`config.mk`:
```
export PLATFORM = sky130hd
export DESIGN_NAME = mqtt_fixed_header_deframer
export DESIGN_NICKNAME = d
export VERILOG_FILES = /design/src/mfhd_pkg.sv /design/src/mfhd_in_stage.sv /design/src/mfhd_out_stage.sv /design/src/mfhd_decoder.sv /design/src/mqtt_fixed_header_deframer.sv
export SDC_FILE = /design/constraint.sdc
export NUM_CORES = 1
export LEC_CHECK = 0
export BUFFER_PORTS_ARGS = -buffer_cell sky130_fd_sc_hd__clkbuf_2
export CAP_MARGIN = 0
export CORE_AREA = 4 4 107 109
export CTS_CLUSTER_SIZE = 12
export DETAILED_ROUTE_END_ITERATION = 12
export DIE_AREA = 0 0 111 113
export PLACE_DENSITY = 0.75
export SLEW_MARGIN = 0
export SYNTH_ARGS = -nofsm -noshare
export SYNTH_HDL_FRONTEND = slang
export SYNTH_SLANG_ARGS = --single-unit
export TNS_END_PERCENT = 20
```
`constraint.sdc`:
```
create_clock -name i_clk -period 5.11 [get_ports i_clk]
set_input_delay 0.2555 -clock i_clk [delete_from_list [all_inputs] [get_ports i_clk]]
set_output_delay 0.2555 -clock i_clk [all_outputs]
set_load 0.01 [all_outputs]
```
`src/mfhd_pkg.sv`:
```
// Shared types and constants for the MQTT fixed-header deframer.
`timescale 1ns / 1ps

package mfhd_pkg;

    localparam int MAX_LENGTH_BYTES = 4;
    localparam int LEN_W            = 28;

    localparam logic [2:0] LEN_LIMIT = 3'(MAX_LENGTH_BYTES);

    localparam logic       KIND_HEADER = 1'b0;
    localparam logic       KIND_DATA   = 1'b1;

    typedef enum logic [1:0] {
        PH_WAIT = 2'd0,
        PH_LEN  = 2'd1,
        PH_DATA = 2'd2
    } t_phase;

    typedef struct packed {
        logic             item_kind;
        logic [3:0]       ctrl_type;
        logic [3:0]       header_flags;
        logic [LEN_W-1:0] rem_len;
        logic [7:0]       data_byte;
        logic             last;
    } t_result;

endpackage

```
`src/mfhd_in_stage.sv`:
```
// Input register stage: holds one received byte until the decoder takes it.
`timescale 1ns / 1ps

module mfhd_in_stage (
    input  logic       i_clk,
    input  logic       i_rst_n,
    input  logic       i_valid,
    output logic       o_ready,
    input  logic [7:0] i_rx_byte,
    input  logic       i_take,
    output logic       o_valid,
    output logic [7:0] o_rx_byte
);
    import mfhd_pkg::*;

    logic       r_valid;
    logic [7:0] r_byte;

    assign o_ready   = !r_valid || i_take;
    assign o_valid   = r_valid;
    assign o_rx_byte = r_byte;

    always_ff @(posedge i_clk) begin
        if (!i_rst_n) begin
            r_valid <= 1'b0;
        end else if (o_ready) begin
            r_valid <= i_valid;
        end
    end

    always_ff @(posedge i_clk) begin
        if (o_ready && i_valid) begin
            r_byte <= i_rx_byte;
        end
    end

endmodule

```
`src/mfhd_out_stage.sv`:
```
// Output register stage: holds one result until the receiver takes it.
`timescale 1ns / 1ps

module mfhd_out_stage (
    input  logic              i_clk,
    input  logic              i_rst_n,
    input  logic              i_load,
    input  mfhd_pkg::t_result i_result,
    input  logic              i_ready,
    output logic              o_free,
    output logic              o_valid,
    output mfhd_pkg::t_result o_result
);
    import mfhd_pkg::*;

    logic    r_valid;
    t_result r_result;

    assign o_free   = !r_valid || i_ready;
    assign o_valid  = r_valid;
    assign o_result = r_result;

    always_ff @(posedge i_clk) begin
        if (!i_rst_n) begin
            r_valid <= 1'b0;
        end else if (o_free) begin
            r_valid <= i_load;
        end
    end

    always_ff @(posedge i_clk) begin
        if (o_free && i_load) begin
            r_result <= i_result;
        end
    end

endmodule

```
`src/mfhd_decoder.sv`:
```
// Per-byte decoder: packet phase, length accumulation and result build.
`timescale 1ns / 1ps

module mfhd_decoder (
    input  logic              i_clk,
    input  logic              i_rst_n,
    input  logic              i_valid,
    input  logic [7:0]        i_rx_byte,
    input  logic              i_out_free,
    output logic              o_take,
    output logic              o_emit,
    output mfhd_pkg::t_result o_result
);
    import mfhd_pkg::*;

    t_phase           r_phase,        n_phase;
    logic [1:0]       r_idx,          n_idx;
    logic [LEN_W-1:0] r_acc,          n_acc;
    logic [LEN_W-1:0] r_payload_left, n_payload_left;
    logic [3:0]       r_type,         n_type;
    logic [3:0]       r_flags,        n_flags;

    logic [LEN_W-1:0] w_shifted;
    logic [LEN_W-1:0] w_acc;
    logic             w_len_done;
    logic             w_fin;
    logic             w_emits;

    always_comb begin
        case (r_idx)
            2'd0:    w_shifted = {21'd0, i_rx_byte[6:0]};
            2'd1:    w_shifted = {14'd0, i_rx_byte[6:0], 7'd0};
            2'd2:    w_shifted = {7'd0, i_rx_byte[6:0], 14'd0};
            default: w_shifted = {i_rx_byte[6:0], 21'd0};
        endcase
    end

    assign w_acc      = r_acc | w_shifted;
    assign w_len_done = !i_rx_byte[7] || (({1'b0, r_idx} + 3'd1) >= LEN_LIMIT);
    assign w_fin      = (r_payload_left <= LEN_W'(1));

    always_comb begin
        n_phase        = r_phase;
        n_idx          = r_idx;
        n_acc          = r_acc;
        n_payload_left = r_payload_left;
        n_type         = r_type;
        n_flags        = r_flags;
        w_emits        = 1'b0;
        o_result       = '{item_kind: KIND_HEADER, ctrl_type: r_type,
                           header_flags: r_flags, rem_len: w_acc,
                           data_byte: 8'd0, last: 1'b0};
        case (r_phase)
            PH_LEN: begin
                n_acc = w_acc;
                if (w_len_done) begin
                    w_emits         = 1'b1;
                    o_result.last   = (w_acc == '0);
                    n_payload_left  = w_acc;
                    n_idx           = 2'd0;
                    n_phase         = (w_acc == '0) ? PH_WAIT : PH_DATA;
                end else begin
                    n_idx = r_idx + 2'd1;
                end
            end
            PH_DATA: begin
                w_emits            = 1'b1;
                o_result.item_kind = KIND_DATA;
                o_result.rem_len   = r_acc;
                o_result.data_byte = i_rx_byte;
                o_result.last      = w_fin;
                n_payload_left     = w_fin ? '0 : r_payload_left - LEN_W'(1);
                if (w_fin) begin
                    n_phase = PH_WAIT;
                end
            end
            default: begin
                n_type         = i_rx_byte[7:4];
                n_flags        = i_rx_byte[3:0];
                n_acc          = '0;
                n_idx          = 2'd0;
                n_payload_left = '0;
                n_phase        = PH_LEN;
            end
        endcase
    end

    assign o_take = i_valid && (i_out_free || !w_emits);
    assign o_emit = o_take && w_emits;

    always_ff @(posedge i_clk) begin
        if (!i_rst_n) begin
            r_phase        <= PH_WAIT;
            r_idx          <= 2'd0;
            r_payload_left <= '0;
        end else if (o_take) begin
            r_phase        <= n_phase;
            r_idx          <= n_idx;
            r_payload_left <= n_payload_left;
        end
    end

    always_ff @(posedge i_clk) begin
        if (!i_rst_n) begin
            r_acc   <= '0;
            r_type  <= 4'd0;
            r_flags <= 4'd0;
        end else if (o_take) begin
            r_acc   <= n_acc;
            r_type  <= n_type;
            r_flags <= n_flags;
        end
    end

    a_data_has_bytes: assert property (@(posedge i_clk) disable iff (!i_rst_n)
        r_phase == PH_DATA |-> r_payload_left != '0)
        else $error("payload phase with no bytes left");

    a_idx_only_in_len: assert property (@(posedge i_clk) disable iff (!i_rst_n)
        r_phase != PH_LEN |-> r_idx == 2'd0)
        else $error("length index set outside length phase");

    a_last_ends_packet: assert property (@(posedge i_clk) disable iff (!i_rst_n)
        o_emit && o_result.last |=> r_phase == PH_WAIT)
        else $error("last result did not return to waiting");

    a_emit_needs_room: assert property (@(posedge i_clk) disable iff (!i_rst_n)
        o_emit |-> i_out_free)
        else $error("result produced with output slot full");

endmodule

```
`src/mqtt_fixed_header_deframer.sv`:
```
// Top level of the MQTT fixed-header deframer.
//
// Input channel: i_valid / o_ready with i_rx_byte, one byte of a back-to-back
// stream of MQTT control packets per transfer. Output channel: o_valid /
// i_ready with one result per transfer: a header item (type, flags,
// remaining length; last when the length is zero) once the length bytes are
// complete, then one data item per payload byte, the final one marked last.
// The first byte and non-final length bytes give no result.
//
// A byte that transfers is taken by the input register; the decoder between the
// two registers forms its result, if any, combinationally, and the result
// register takes that result once it is free. Throughput: one byte per cycle
// while the result register is free or the byte gives no result.
//
// Reset clears both stages and returns the decoder to waiting for the first
// byte of a packet. When the receiver stalls, the result register holds and
// the input register keeps one byte; bytes that give no result still drain.
`timescale 1ns / 1ps

module mqtt_fixed_header_deframer (
    input  logic                       i_clk,
    input  logic                       i_rst_n,
    input  logic                       i_valid,
    output logic                       o_ready,
    input  logic [7:0]                 i_rx_byte,
    output logic                       o_valid,
    input  logic                       i_ready,
    output logic                       o_item_kind,
    output logic [3:0]                 o_ctrl_type,
    output logic [3:0]                 o_header_flags,
    output logic [mfhd_pkg::LEN_W-1:0] o_rem_len,
    output logic [7:0]                 o_data_byte,
    output logic                       o_last
);
    import mfhd_pkg::*;

    logic       w_in_valid;
    logic [7:0] w_in_byte;
    logic       w_take;
    logic       w_emit;
    logic       w_out_free;
    t_result    w_result;
    t_result    w_out_result;

    mfhd_in_stage u_in_stage (
        .i_clk     (i_clk),
        .i_rst_n   (i_rst_n),
        .i_valid   (i_valid),
        .o_ready   (o_ready),
        .i_rx_byte (i_rx_byte),
        .i_take    (w_take),
        .o_valid   (w_in_valid),
        .o_rx_byte (w_in_byte)
    );

    mfhd_decoder u_decoder (
        .i_clk      (i_clk),
        .i_rst_n    (i_rst_n),
        .i_valid    (w_in_valid),
        .i_rx_byte  (w_in_byte),
        .i_out_free (w_out_free),
        .o_take     (w_take),
        .o_emit     (w_emit),
        .o_result   (w_result)
    );

    mfhd_out_stage u_out_stage (
        .i_clk    (i_clk),
        .i_rst_n  (i_rst_n),
        .i_load   (w_emit),
        .i_result (w_result),
        .i_ready  (i_ready),
        .o_free   (w_out_free),
        .o_valid  (o_valid),
        .o_result (w_out_result)
    );

    assign o_item_kind    = w_out_result.item_kind;
    assign o_ctrl_type    = w_out_result.ctrl_type;
    assign o_header_flags = w_out_result.header_flags;
    assign o_rem_len      = w_out_result.rem_len;
    assign o_data_byte    = w_out_result.data_byte;
    assign o_last         = w_out_result.last;

endmodule
```
==> metrics.md, run 1 <==
| Metric | Value |
|---|---|
| Status | finished clean |
| Die area | 12500 um2 |
| Fillers | 836 |
| Pre-CTS worst setup slack | 2.04 ns |
| Drt total wl | 14500 um |
| Final min period | 3.14 ns |
| CTS Buffer Depth | 2 |
| Cells after Synth | 582 |
| Critical path type | reg -> reg |
| Syn Nets | 603 |
| Clock Sinks | 124 |
| Hold crit path type | in -> reg |
| WL met1 | 6150 um |
| CP max FO | 19 |
| Placed Cells incl. Taps | 743 |
| Num CTS Buffers | 17 |
| Largest net degree at the start of global routing | 46 |
| FFs w/ async S/R, synth | 0 |
| Area contributors post-synth | edfxtp_1 28%, dfxtp_1 25%, a21oi_1 5.3%, nor2_1 3.1%, a21o_1 2.9% |
| RD Place Congestion | 0.890 |
| Max-slew violations | 0 |
| NumNets Final | 652 |
| Number of flops mapped to enable cells by yosys | 54 |
| Static Leak | 2.72 nW |
| TritonCTS clock tree | done |
| Synth Register Bits | 124 |
| Final HPWL DP | 9660 um |
| Top Layer Used | met4 |
| Row cnt | 38 |
| Critical Path AT | 3.55 ns |
| WL met3 | 1250 um |
| Detailed Route Iter0 Violations | 454 |
| Crit start category | flip-flop |
| Final TNS setup | 0 ns |
| Final core utilization | 0.633 |
| Peak supply drop | 181 uV |
| Die width | 111 um |
| IO buf count | 59 |
| Via count | 4853 |
| GRT overflow | 0 |
| Area leader, netlist | edfxtp_1 |
| Clk pin slew, worst setup/hold paths | 0.06 ns |
| Fin. Hold Viols | 0 |
| Crit end category | flip-flop |
| WL/cell | 18.5 um |
| Met2 Routed Length | 6750 um |
| RSZ-0062 raised after global routing | false |
| Synthesis Warnings | 0 |
| Hold buffers post-CTS | 9 |
| Syn Area/Cell | 9.81 um2 |
| # diodes | 0 |
| Seq/Total Area, Yosys | 0.529 |
| Antenna-violating nets left | 0 |
| Period Utilization, post-route | 0.615 |
| Clock Skew | 0.00866 ns |
| Reg2Reg Depth | 8 |
| Vias in the first global route | 4541 |
| Post CTS Setup Buffer Count | 0 |
| Total track usage | 0.231 |
| Worst Setup Slack, final | 1.97 ns |
| Drt pass-1 iters | 5 |
| Worst-Margin Slew | 1.03 ns |
| Layout cells sized above 1 | 0.168 |
| Synth unique cells | 60 |
| I/O Pins | 60 |
| Core footprint | 10600 um2 |
| Final setup violation count | 0 |
| Clk Latency, worst-skew pair | 0.52 ns |
| Starting Density | 0.539 |
| Yosys top cell area share | 0.284 |
| Die Y | 113 um |
| Fmax | 0.318 GHz |
| Max-cap viol count | 0 |
| PD cells | 344 nW/um2 |
| Drt drc | 0 |
| Cts repair resizes | 0 |
| Vias per cell | 6.19 |
| Max-slew headroom at the worst pin | 0.314 |
| Top_reg_cell synth | dfxtp_1 |
| Synthesized area | 5710 um2 |
| Area growth, synth to finish | 17.4% |
| Final Instance Count excl. Fillers | 784 |
| CTS Root Buffer Type | clkbuf_8 |
| CP required | 5.52 ns |
| Initial antenna violation count | 0 |
| Hold Crit Depth | 4 |
| H-tree levels | 4 |
| First-pass GRT wire length | 23300 um |
final cells by class:
class | instances | area (um2) | share of cell area
Sequential cell | 124 | 3020 | 0.451
Multi-Input combinational cell | 405 | 2480 | 0.370
Timing Repair Buffer | 74 | 430 | 0.0642
Clock buffer | 18 | 418 | 0.0623
Tap cell | 140 | 175 | 0.0261
Clock inverter | 14 | 148 | 0.0220
Inverter | 9 | 33.8 | 0.00504
cells by family after synthesis:
logic type / synth area share
AOI/OAI and AO/OA: 0.215
DFF: 0.529
adders and majority gates: 0.0197
xor gates and xnor gates: 0.0107
buffers and inverters: 0.0381
and+or+nand+nor: 0.188
worst max-delay path, stage by stage (launching register included):
cell       delay, ns
dfxtp_1         0.33
inv_1           0.06
ha_1            0.54
nor4bb_1        0.77
a2111oi_2       0.11
buf_4           0.25
nand2_1         0.37
nor2_1          0.22
a221o_1         0.37
synthesized netlist by cell type (7+ instances only):
| cell type | number |
|---|---|
| ha_1 | 9 |
| nor2b_1 | 10 |
| nor2_1 | 47 |
| edfxtp_1 | 54 |
| a31oi_1 | 23 |
| o21ai_0 | 13 |
| a21o_1 | 22 |
| clkbuf_1 | 37 |
| and2_1 | 13 |
| nand2b_1 | 8 |
| nor4_1 | 20 |
| a21oi_1 | 61 |
| nand2_1 | 41 |
| o21bai_1 | 12 |
| nand3_1 | 19 |
| o31a_1 | 7 |
| dfxtp_1 | 70 |
| inv_1 | 8 |
| nor3_1 | 18 |
| o31ai_1 | 8 |
final timing paths:
check | endpoint | slack [ns] | startpoint
setup / recovery | u_decoder.r_payload_left[18]$_SDFFE_PN0P_ | 1.97 | u_decoder.r_phase[1]$_SDFFE_PN0P_
hold / removal | u_out_stage.o_valid$_SDFFE_PN0P_ | 0.12 | i_ready
setup reg to reg | u_decoder.r_payload_left[18]$_SDFFE_PN0P_ | 1.97 | u_decoder.r_phase[1]$_SDFFE_PN0P_
hold reg to reg | u_out_stage.o_result[42]$_DFFE_PP_ | 0.44 | u_decoder.r_type[1]$_SDFFE_PN0P_
where the power goes:
part           leakage, nW  switching (mW)  total, mW  internal (mW)
logic                 1.31          0.0578     0.0920         0.0342
clock network        0.275           0.446       1.14          0.695
registers             1.14          0.0291       1.07           1.04
state kept, by name (all words and copies together), names as in the netlist:
register / count
u_decoder.r_acc: 28
u_decoder.r_flags: 4
u_decoder.r_idx: 2
u_decoder.r_payload_left: 28
u_decoder.r_phase: 2
u_decoder.r_type: 4
u_in_stage.o_rx_byte: 8
u_in_stage.o_valid: 1
u_out_stage.o_result: 46
u_out_stage.o_valid: 1
cell usage in the layout (no fill, tap or decap), drive strengths merged, types with 12 or more instances in the layout:
master  Yosys  final
a21o       22     22
clkbuf     37     77
edfxtp     54     54
o21ai      15     15
o21bai     12     12
and2       14     14
nor4       20     20
nor3       18     18
a21oi      61     61
nand3      19     19
nand2      41     41
dfxtp      70     70
nor2       47     47
a31oi      23     23
layer usage:
metal	up-vias	track usage
met2	268	0.365
met5	-	0
met3	30	0.0567
li1	2276	-
met1	2279	0.316
met4	0	0.0739
stage by stage:
stage               area (um2)  hold slack, ns  power (mW)
finish                    6710           0.124        2.31
global route              6710           0.178        2.38
CTS                       6710           0.114        2.31
detailed placement        6050           0.418        1.18
global placement          6050           0.414        1.17
floorplan                 5710           0.354        1.15
(Power assumes the default switching activity.)
==> run 2: changes to the inputs <==
--- a/config.mk
+++ b/config.mk
@@ -5,13 +5,14 @@
 export SDC_FILE = /design/constraint.sdc
 export NUM_CORES = 1
 export LEC_CHECK = 0
+export ABC_AREA = 1
 export BUFFER_PORTS_ARGS = -buffer_cell sky130_fd_sc_hd__clkbuf_2
 export CAP_MARGIN = 0
-export CORE_AREA = 4 4 107 109
+export CORE_AREA = 4 4 109 111
 export CTS_CLUSTER_SIZE = 12
 export DETAILED_ROUTE_END_ITERATION = 12
-export DIE_AREA = 0 0 111 113
-export PLACE_DENSITY = 0.75
+export DIE_AREA = 0 0 113 115
+export PLACE_DENSITY = 0.74
 export SLEW_MARGIN = 0
 export SYNTH_ARGS = -nofsm -noshare
 export SYNTH_HDL_FRONTEND = slang
==> constraint.sdc (replaced) <==
create_clock -name i_clk -period 3.2 [get_ports i_clk]
set_input_delay 0.16 -clock i_clk [delete_from_list [all_inputs] [get_ports i_clk]]
set_output_delay 0.16 -clock i_clk [all_outputs]
set_load 0.01 [all_outputs]
==> metrics.md, run 2 <==
| Metric | Value |
|---|---|
| Row cnt | 38 (unchanged) |
| Num CTS Buffers | 17 (unchanged) |
| CP required | 3.60 ns (-1.92 ns) |
| Critical Path End | u_decoder.r_idx[0]$_SDFFE_PN0P_ |
| Peak supply drop | 355 uV (+96%) |
| Core footprint | 10800 um2 (+1.8%) |
| Critical Path AT | 2.81 ns (-0.74 ns) |
| Period Utilization, post-route | 0.752 (+0.138) |
| Synth Register Bits | 124 (unchanged) |
| Max-slew violations | 0 (unchanged) |
| I/O Pins | 60 (unchanged) |
| Most frequent cell after synthesis | nand2_1 |
| # diodes | 0 (unchanged) |
| NumNets Final | 832 (+28%) |
| Final min period | 2.41 ns (-0.733 ns) |
| Status | finished clean |
| Final TNS setup | 0 ns (unchanged) |
| Antenna-violating nets left | 0 (unchanged) |
| Critical Path Start | u_decoder.r_phase[0]$_SDFFE_PN0P_ |
| TritonCTS clock tree | done |
| Commonest cells post-synth | 154 x nand2_1, 116 x nor2_1, 96 x a21oi_1, 78 x inv_1, 70 x dfxtp_1 |
| Commonest non-fill, non-tap cell in the layout | nand2_1 |
| PD cells | 576 nW/um2 (+67%) |
| FFs w/ async S/R, synth | 0 (unchanged) |
| Crit start category | flip-flop |
| Max-cap viol count | 0 (unchanged) |
| Layout cells sized above 1 | 0.142 (-0.0257) |
| Critical path type | reg -> reg |
| Area leader, netlist | edfxtp_1 |
| Seq/Total Area, Yosys | 0.510 (-0.0193) |
| Die Y | 115 um (+1.8%) |
| Final setup violation count | 0 (unchanged) |
| Final Instance Count excl. Fillers | 964 (+23%) |
| Worst-Margin Slew | 1.12 ns (+0.0904 ns) |
| Reg2reg end | u_decoder.r_idx[0]$_SDFFE_PN0P_ |
| Syn Nets | 767 (+27%) |
| H-tree levels | 4 (unchanged) |
| Post CTS Setup Buffer Count | 0 (unchanged) |
| Synthesized area | 5930 um2 (+3.8%) |
| WL/cell | 15.9 um (-14%) |
| Clock Sinks | 124 (unchanged) |
| RSZ-0062 raised after global routing | false |
| Vias in the first global route | 5118 (+13%) |
| Area growth, synth to finish | 18.0% |
| Drt pass-1 iters | 5 (unchanged) |
| Crit end category | flip-flop |
| Max-slew headroom at the worst pin | 0.253 (-0.0611) |
| Initial antenna violation count | 0 (unchanged) |
| Hold crit path type | in -> reg |
| Drt drc | 0 (unchanged) |
| Syn Area/Cell | 7.94 um2 (-19%) |
| CTS Buffer Depth | 2 (unchanged) |
| CTS Root Buffer Type | clkbuf_8 |
| Die width | 113 um (+1.8%) |
| GRT overflow | 0 (unchanged) |
| Total track usage | 0.245 (+0.0142) |
| Clk pin slew, worst setup/hold paths | 0.06 ns (about the same) |
| Drt total wl | 15300 um (+6.0%) |
| Via count | 5252 (+8.2%) |
| Synth unique cells | 31 (-48%) |
| RD Place Congestion | 0.897 (+0.79%) |
| Die area | 13000 um2 (+3.6%) |
| Cts repair resizes | 0 (unchanged) |
| Final HPWL DP | 10700 um (+11%) |
| CP max FO | 38 (+19) |
| Detailed Route Iter0 Violations | 431 (-5.1%) |
| Largest net degree at the start of global routing | 47 (+2.2%) |
| Number of flops mapped to enable cells by yosys | 54 (unchanged) |
| Starting Density | 0.549 (+0.0106) |
| Synthesis Warnings | 0 (unchanged) |
| Area contributors post-synth | edfxtp_1 27%, dfxtp_1 24%, nand2_1 9.8%, a21oi_1 8.1%, nor2_1 7.3% |
| First-pass GRT wire length | 24900 um (+6.6%) |
| Fmax | 0.415 GHz (+30%) |
| Most frequent cells in the layout | 154 x nand2_1, 116 x nor2_1, 96 x a21oi_1, 77 x inv_1, 70 x dfxtp_1 |
| Clk Latency, worst-skew pair | 0.52 ns (about the same) |
| Clock Skew | 0.00710 ns (-0.00156 ns) |
| Static Leak | 3.22 nW (+18%) |
| Vias per cell | 5.45 (-12%) |
| Reg2Reg Depth | 10 (+2) |
| Fin. Hold Viols | 0 (unchanged) |
| Reg2reg setup slack | 0.79 ns (-1.18 ns) |
| IO buf count | 59 (unchanged) |
| Top_reg_cell synth | dfxtp_1 |
| Placed Cells incl. Taps | 922 (+24%) |
| Worst R2R Start | u_decoder.r_phase[0]$_SDFFE_PN0P_ |
| Flip-flop count of the largest register after layout | 46 (unchanged) |
| Yosys top cell area share | 0.274 (-0.0104) |
| Cells after Synth | 746 (+28%) |
[run 2: cell type report]
cell class	count	area, um2
fillers	909	3800
flip-flops and latches	124	3020
multi-input cells	511	2440
clock buffers	21	449
repair buffers	73	425
inverters	84	315
well taps	140	175
clock inverters	11	166
[run 2: cell families (layout without fill, tap and decap cells)]
group           count (synthesis)  count (layout)  synth area share
compound gates                176             176             0.152
xor+xnor                       18              18            0.0266
fa+ha+maj                       9               9            0.0190
buf+inv                       111             189            0.0783
flops                         124             124             0.510
simple gates                  308             308             0.214
[run 2: metal layers]
layer  global-route usage  routed length, um
met1                0.299               6400
met2                0.433               7530
met3               0.0437               1090
met4               0.0970                326
met5                    0                  0
[run 2: timing repair]
item | in CTS | in global routing
hold buffers | 10 | 0
hold endpoints to repair | 10 | 0
endpoints found under the setup margin | 0 | 0
[run 2: critical path, cell delays in order (launching register included)]
cell and delay [ns]:
dfxtp_1 0.36, inv_1 0.08, ha_1 0.44, inv_1 0.15, nand4_2 0.11, nand2_2 0.11
inv_2 0.06, nand2_1 0.26, buf_4 0.40, a21oi_1 0.07, a211oi_1 0.23
[run 2: power by group]
group / total (mW) / leakage (nW) / switching [mW] / internal [mW]
clock network: 1.98 / 0.306 / 0.681 / 1.30
logic: 0.305 / 1.82 / 0.210 / 0.0952
registers: 1.74 / 1.09 / 0.0352 / 1.70
total: 4.03 / 3.22 / 0.926 / 3.10
[run 2: worst min-delay path by stage]
stage | slack (ns) | depth (start not counted) | from | endpoint
3_5_place_dp | 0.34 | 1 | i_rx_byte[5] | u_in_stage.o_rx_byte[5]$_DFFE_PP_
5_1_grt | 0.35 | 2 | i_rx_byte[2] | u_in_stage.o_rx_byte[2]$_DFFE_PP_
4_1_cts | 0.33 | 3 | i_rst_n | u_decoder.r_flags[2]$_SDFFE_PN0P_
2_1_floorplan | 0.26 | 0 | i_rx_byte[0] | u_in_stage.o_rx_byte[0]$_DFFE_PP_
6_report | 0.35 | 3 | i_rst_n | u_decoder.r_flags[2]$_SDFFE_PN0P_
3_3_place_gp | 0.34 | 1 | i_rx_byte[7] | u_in_stage.o_rx_byte[7]$_DFFE_PP_
[run 2: per-stage QoR]
step           power (mW)   util  cell area (um2)  hold WS, ns  worst slack [ns]
2_1_floorplan        1.97      -             5930        0.259             0.685
3_3_place_gp         2.04  0.582             6280        0.338             0.896
3_5_place_dp         2.05  0.582             6280        0.341             0.911
4_1_cts              4.03  0.648             6990        0.327             0.831
5_1_grt              4.17  0.648             6990        0.346             0.589
6_report             4.03  0.648             6990        0.353             0.792
